<file path="src/rtl/psu_pkg.sv">
package psu_pkg;

  // Default particle count and field widths.
  localparam int PARTICLES_DEF = 32;
  localparam int TIME_W        = 32;
  localparam int POS_W         = 24;
  localparam int AGE_W         = 16;
  localparam int Q_SHIFT       = 16;

  // Configuration port.
  localparam int CFG_IDX_W  = 2;
  localparam int CFG_DATA_W = 32;
  localparam logic [CFG_IDX_W-1:0] CFG_SPAWN_INTERVAL = 2'd0;
  localparam logic [CFG_IDX_W-1:0] CFG_RANDOM_SEED    = 2'd1;

  localparam logic [TIME_W-1:0] SPAWN_INTERVAL_RST = 32'd10240;
  localparam logic [31:0]       RANDOM_SEED_RST    = 32'd1;

  // Random generator: Galois LFSR shifting right, eight steps per advancing cycle.
  localparam logic [31:0] LFSR_MASK  = 32'h8020_0003;
  localparam int          LFSR_STEPS = 8;

  // Step scaling: 0.2 and 0.1 in Q0.16.
  localparam int AGE_SCALE_W = 14;
  localparam int DRAG_MULT_W = 13;
  localparam logic [AGE_SCALE_W-1:0] AGE_SCALE = 14'd13107;
  localparam logic [DRAG_MULT_W-1:0] DRAG_MULT = 13'd6554;
  localparam int AGE_INC_W = TIME_W + AGE_SCALE_W - Q_SHIFT;
  localparam int DRAG_W    = TIME_W + DRAG_MULT_W - Q_SHIFT;
  localparam int FACT_W    = DRAG_W + 1;
  localparam logic signed [FACT_W-1:0] Q_ONE_F = 30'sd65536;

  // Respawn velocity offsets: 1.0 for x and z, 6.0 for y.
  localparam logic signed [POS_W-1:0] VX_BASE = 24'sd65536;
  localparam logic signed [POS_W-1:0] VY_BASE = 24'sd393216;

  typedef logic signed [POS_W-1:0] s24_t;
  typedef s24_t [2:0] vec3_t;

  typedef struct packed {
    vec3_t            pos;
    vec3_t            vel;
    logic [AGE_W-1:0] age;
  } entry_t;

  typedef enum logic [2:0] {
    ST_IDLE,
    ST_PREP,
    ST_FACT,
    ST_READ,
    ST_WAIT,
    ST_CALC,
    ST_RNG,
    ST_WRITE
  } state_t;

endpackage

</file>
<file path="src/rtl/psu_rng.sv">
module psu_rng import psu_pkg::*; (
  input  logic        clk,
  input  logic        rst_n,
  input  logic        load,
  input  logic [31:0] seed,
  input  logic        adv,
  output logic [31:0] state
);

  logic [31:0] state_r;
  logic [31:0] state_nxt;

  // Eight shifts of the register in each cycle that adv is high.
  always_comb begin
    state_nxt = state_r;
    for (int k = 0; k < LFSR_STEPS; k++) begin
      if (state_nxt[0]) begin
        state_nxt = (state_nxt >> 1) ^ LFSR_MASK;
      end else begin
        state_nxt = state_nxt >> 1;
      end
    end
  end

  always_ff @(posedge clk) begin
    if (!rst_n) begin
      state_r <= RANDOM_SEED_RST;
    end else if (load) begin
      state_r <= seed;
    end else if (adv) begin
      state_r <= state_nxt;
    end
  end

  assign state = state_r;

endmodule

</file>
<file path="config.mk">
export PLATFORM = sky130hd
export DESIGN_NAME = psu_rng
export DESIGN_NICKNAME = d
export VERILOG_FILES = /design/src/rtl/psu_pkg.sv /design/src/rtl/psu_rng.sv
export SDC_FILE = /design/constraint.sdc
export NUM_CORES = 1
export LEC_CHECK = 0
export ABC_AREA = 1
export BUFFER_PORTS_ARGS = -buffer_cell sky130_fd_sc_hd__buf_2
export CORE_ASPECT_RATIO = 1.1
export CORE_UTILIZATION = 52
export DETAILED_ROUTE_END_ITERATION = 8
export HOLD_SLACK_MARGIN = 0.15
export PLACE_DENSITY_LB_ADDON = 0.1
export SYNTH_ARGS = -nofsm -noshare
export SYNTH_HDL_FRONTEND = slang
export SYNTH_SLANG_ARGS = --single-unit
</file>
<file path="constraint.sdc">
create_clock -name clk -period 2.8 [get_ports clk]
set_clock_uncertainty 0.2 [all_clocks]
set_input_delay 0.7 -clock clk [delete_from_list [all_inputs] [get_ports clk]]
set_output_delay 0.7 -clock clk [all_outputs]
set_load 0.01 [all_outputs]
</file>
==> results of run 1 <==
Yosys cell counts:
cell / number / area, um^2
a21oi_1: 5 / 25.0
a221oi_1: 1 / 8.76
a22oi_1: 15 / 113
a31oi_1: 11 / 68.8
buf_1: 1 / 3.75
buf_2: 4 / 20.0
buf_4: 1 / 7.51
buf_6: 1 / 11.3
clkbuf_1: 7 / 26.3
clkinv_1: 1 / 3.75
dfxtp_1: 32 / 641
inv_1: 23 / 86.3
inv_2: 4 / 15.0
inv_6: 1 / 8.76
nand2_1: 101 / 379
nand2_2: 10 / 62.6
nand2_4: 6 / 67.6
nand3_1: 13 / 65.1
nand3_2: 2 / 20.0
nand3b_1: 3 / 22.5
nor2_1: 2 / 7.51
xnor2_1: 4 / 35.0
xnor3_1: 1 / 22.5
xor2_1: 3 / 26.3
xor3_1: 1 / 23.8
cells by family after synthesis:
group / count (synthesis)
xor+xnor: 9
flops: 32
simple gates: 137
compound gates: 32
buf+inv: 43
path summary, 6_finish.rpt:
check	startpoint	end	slack, ns	depth (start not counted)
max	state[0]	state[0]	0.79	1
min reg2reg	state[31]	state[31]	0.32	2
min	state[31]	state[31]	0.32	2
max reg2reg	state[0]	state[0]	0.96	13
metrics by stage:
| stage | worst slack, ns | area, um^2 | cells |
|---|---|---|---|
| global route | 0.705 | 2200 | 353 |
| detailed placement | 0.894 | 2120 | 345 |
| floorplan | 0.979 | 1770 | 253 |
| global placement | 0.930 | 2120 | 345 |
| finish | 0.786 | 2200 | 353 |
| CTS | 0.768 | 2200 | 353 |
placed cells by master, fill, tap and decap left out, types with 4 or more instances in the layout:
master    Yosys  final
a21oi_1       5      5
a22oi_1      15     15
a31oi_1      11     11
buf_2         4     67
buf_4         1      5
clkbuf_4      0      5
dfxtp_1      32     32
inv_1        23     23
inv_2         4      4
nand2_1     101    101
nand2_2      10     10
nand2_4       6      6
nand3_1      13     13
xnor2_1       4      4
per-layer routing:
layer / track usage [%] / vias to the layer above / part of all wire (%)
met5: 0 / - / 0
met4: 6.40 / 0 / 1.1
met3: 5.75 / 6 / 5.4
met2: 38.5 / 61 / 46
met1: 36.5 / 828 / 48
li1: - / 933 / -
power breakdown:
group / internal (mW) / switching, mW / leakage (nW) / total [mW]
sequential: 0.490 / 0.0386 / 0.265 / 0.529
clock: 0.187 / 0.164 / 0.0422 / 0.351
combinational: 0.134 / 0.178 / 0.892 / 0.313
area by class of cell:
type                            instances  area, um^2
Timing Repair Buffer                   72         373
Inverter                               29         114
Tap cell                               34        42.5
Clock inverter                          2        35.0
Clock buffer                            6        41.3
Fill cell                             285         955
Sequential cell                        32         641
Multi-Input combinational cell        178         952
==> flow_summary_export.csv, run 1 <==
group,metric,value,unit
run_status,outcome,"complete, but fails checks",
run_status,violations,"DRC",
layout,largest_reg_flops,32,
die,dieArea,3640,um^2
yosys,ys_seq_area_share,36.2,%
timing,period_needed,2.01,ns
setup_path,end_kind,"output port",
global_routing,grt_usage,25.5,%
yosys,synth-compound-area-share,12.2,%
place,dp_hpwl,3.23,mm
setup_path,cp.required,1.90,ns
routing,avgRoutedWirePerCell,12.5,um
yosys,syn_inst,253,
setup_path,crit_path_max_incr_delay,0.57,ns
setup_path,crit_type,"reg -> out",
layout,syn_to_final_growth,24.2,%
clocking,clock-sinks,32,
min_path,hp-class,"reg -> reg",
routing,vias_per_cell,5.18,
global_routing,grt_pass1_vias,1528,
clocking,clk_pin_slew_worst_paths,0.10,ns
yosys,synthSimpleGateAreaFrac,35.3,%
routing,via_count,1828,
timing,hold_viol_final,0,
clocking,cts_hold_buf,0,
timing,max_freq,496,MHz
job,cap_violations,0,
timing,holdWs,0.318,ns
place,port_buffers,67,
routing,route.detailed.drc,5,
clocking,tritoncts,"done",
yosys,syn_avg_cell_area,7.00,um^2
layout,n_antenna_cell,0,
clocking,cts_max_level,2,
timing,tns,0,ns
setup_path,crit_family,"flip-flops",
die,die_x,57.6,um
yosys,syn_area,1770,um^2
routing,routed_wl,4.42,mm
setup_path,path_cells,"buf_2",
routing,drt_first_pass_iters,6,
global_routing,grt_pass1_wl,7.18,mm
pwr,power.total,1.19,mW
clocking,clock_latency,0.34,ns
layout,drive_gt1_share,32.6,%
yosys,synth_top_family_by_area,"simple AND/OR/NAND/NOR gates",
layout,finalNetCount,354,
die,core,3150,um^2
clocking,cts.path.max_buffers,2,
yosys,synth_seq_cells,32,
setup_path,cp.arrival,1.11,ns
timing,rsz0062_at_grt,"no",
yosys,yosys.area_share.adder,0,%
yosys,yosys_warnings,0,
routing,postRouteAntennaNets,0,
setup_path,slowest_stage,"dfxtp_1",
setup_path,crit_fanout,8,
pwr,powerDensity,542,nW/um^2
die,num_rows,21,
setup_path,start_kind,"flip-flop",
yosys,syn_nets,289,
timing,relSlewSlack,73.7,%
timing,worst_pin_slew,0.393,ns
pwr,leakage,1.20,nW
global_routing,grt_max_degree,33,
clocking,cts_root_buf,"clkbuf_4",
timing,setup_violations,0,
die,start_util,56.2,%
global_routing,grt_overflow_total,0,
yosys,synthXorXnorAreaFrac,6.08,%
routing,dr.first_iter.drc_count,93,
yosys,synthMuxAreaShare,0,%
timing,maxSlewViolCount,0,
yosys,synth.distinct_cells,25,
die,ios,68,
layout,utilization,69.7,%
pwr,vdd_drop_max,0.387,mV
die,fp.dieH,63.2,um
clocking,cts_resized,0,
timing,period_share,71.9,%
clocking,cts_inserted_buffers,5,
clocking,postCtsSetupBuffers,0,
global_routing,antenna_found_initial,0,
place,place_congestion,0.902,
setup_path,critPathBufInv,1,
No activity file was read; power rests on OpenSTA's default activity.
==> run 2, diff against run 1 <==
CORE_UTILIZATION = 48   (was 52)
clock period = 1.9 ns   (was 2.8 ns; I/O delays follow)
==> run 2 against run 1 <==
Effect of this change:
- global-route usage shrank 1.5 points
- sequential share of layout area shrank 0.55 points
- die area grew 8.1%
- highest routed layer unchanged
- critical path depth grew 14
- the flow now finishes without violations
- final cell count grew 4.2%
- first-iteration DRC count grew 6.5%
- setup slack lost 0.63 ns
- final area grew 2.1%
- total power grew 39%
- wire length shrank 2.7%
==> flow_summary_export.csv, run 2 (synthesis gave the netlist of run 1 again) <==
group,metric,value,unit
run_status,outcome,"complete, no violations",
setup_path,cp.arrival,1.76,ns
layout,multi_input_area,952,um^2
layout,n_antenna_cell,0,
die,fp.dieH,65.7,um
layout,final_common_cell,"nand2_1",
pwr,sequentialPowerShare,46.9,%
pwr,p_sw_share,32.7,%
routing,postRouteAntennaNets,0,
timing,period_needed,1.74,ns
timing,rsz0062_at_grt,"no",
min_path,min_to,"state[0]",
layout,drive_gt1_share,32.8,%
place,port_buffers,67,
clocking,tritoncts,"done",
global_routing,grt_max_degree,33,
place,dp_hpwl,3.17,mm
min_path,hp-class,"in -> reg",
timing,setup_violations,0,
layout,largest_reg_flops,32,
place,place_congestion,0.866,
routing,route.detailed.drc,0,
die,start_util,51.5,%
timing,period_share,91.6,%
timing,worst_pin_slew,0.286,ns
pwr,pwr-share-comb,28.7,%
pwr,power.total,1.65,mW
setup_path,end_kind,"flip-flop",
job,cap_violations,0,
routing,avgRoutedWirePerCell,11.7,um
timing,max_freq,575,MHz
setup_path,r2r_setup_slack,0.16,ns
global_routing,grt_usage,24.0,%
clocking,cts_hold_buf,0,
setup_path,crit_fanout,4,
layout,seq_area,642,um^2
setup_path,crit_type,"reg -> reg",
layout,finalNetCount,355,
setup_path,rr_startpoint,"state[2]",
pwr,power_switching,0.540,mW
routing,vias_per_cell,4.94,
min_path,min_from,"seed[0]",
clocking,clock-sinks,32,
routing,via_count,1818,
timing,maxSlewViolCount,0,
die,num_rows,22,
clocking,clock_latency,0.33,ns
timing,relSlewSlack,80.8,%
die,ios,68,
global_routing,grt_pass1_wl,6.96,mm
pwr,vdd_drop_max,0.425,mV
die,dieArea,3940,um^2
clocking,clk_pin_slew_worst_paths,0.10,ns
routing,routed_wl,4.30,mm
global_routing,grt_overflow_total,0,
routing,dr.first_iter.drc_count,99,
timing,hold_viol_final,0,
pwr,pwr-share-clk,24.4,%
min_path,holdPathStages,3,
setup_path,start_kind,"flip-flop",
die,die_x,59.9,um
setup_path,worst-r2r-cell-count,15,
clocking,cts.path.max_buffers,2,
clocking,postCtsSetupBuffers,0,
clocking,cts_inserted_buffers,5,
layout,syn_to_final_growth,26.8,%
layout,final_cell_mix,"nand2_1 (101), buf_2 (67), dfxtp_1 (31), inv_1 (23), a22oi_1 (15)",
timing,tns,0,ns
die,core,3440,um^2
pwr,leakage,1.21,nW
global_routing,antenna_found_initial,0,
clocking,cts_max_level,2,
global_routing,grt_pass1_vias,1546,
setup_path,r2r_end,"state[0]",
layout,nFillCells,346,
pwr,p_int,1.11,mW
setup_path,cp.required,1.92,ns
pwr,powerDensity,737,nW/um^2
routing,drt_first_pass_iters,4,
clocking,cts_root_buf,"clkbuf_4",
run 2: worst max path at each step:
stage / start / endpoint
2_1_floorplan: state[0] / state[0]
3_3_place_gp: state[0] / state[0]
3_5_place_dp: state[0] / state[0]
4_1_cts: state[0] / state[0]
5_1_grt: state[2] / state[0]
6_report: state[2] / state[0]
run 2: cell type report:
class	count	share of cell area (%)
Multi-Input combinational cell	178	42.4
Tap cell	48	2.68
Timing Repair Buffer	73	18.6
Inverter	29	5.07
Sequential cell	32	28.6
Clock buffer	8	2.62
run 2: worst max-delay path: stages (launching register included):
cell     delay, ns
dfxtp_1       0.46
inv_2         0.05
nand2_2       0.07
nand2_2       0.07
nand2_2       0.07
nand2_4       0.06
inv_2         0.08
nand2_4       0.07
nand2_4       0.07
nand2_4       0.05
nand2_2       0.06
nand2_1       0.07
nand2_1       0.08
nand2_1       0.05
nand3_1       0.06
nand2_1       0.04
run 2: layer usage:
metal  wire (um)  track usage, %  share of wire (%)  up-vias
li1            -               -                  -      937
met1        2070            30.9                 48      823
met2        1960            38.2                 46       53
met3         216            6.30                5.0        5
met4          60            8.72                1.4        0
met5           0               0                  0        -
run 2: power groups by stage:
stage	combinational, mW	clock, mW	sequential (mW)
after CTS	0.478	0.413	0.776
final	0.474	0.404	0.776
after global routing	0.527	0.446	0.785
after detailed placement	0.475	0	0.792
after global placement	0.467	0	0.790
after floorplan	0.304	0	0.804
run 2: repair_timing:
item	4_1_cts	5_1_grt
hold endpoints to repair	0	0
gates resized for setup	0	1
setup endpoints to repair	0	2
run 2: through the flow:
| stage | instance area, um^2 | setup WS, ns | util, % | cells | hold WS (ns) |
|---|---|---|---|---|---|
| finish | 2240 | 0.160 | 65.2 | 368 | 0.185 |
| global route | 2240 | 0.0120 | 65.2 | 368 | 0.177 |
| CTS | 2240 | 0.0493 | 65.2 | 368 | 0.174 |
| detailed placement | 2180 | 0.0881 | 63.5 | 360 | 0.295 |
| global placement | 2180 | 0.180 | 63.5 | 360 | 0.287 |
| floorplan | 1770 | 0.235 | - | 253 | 0.317 |
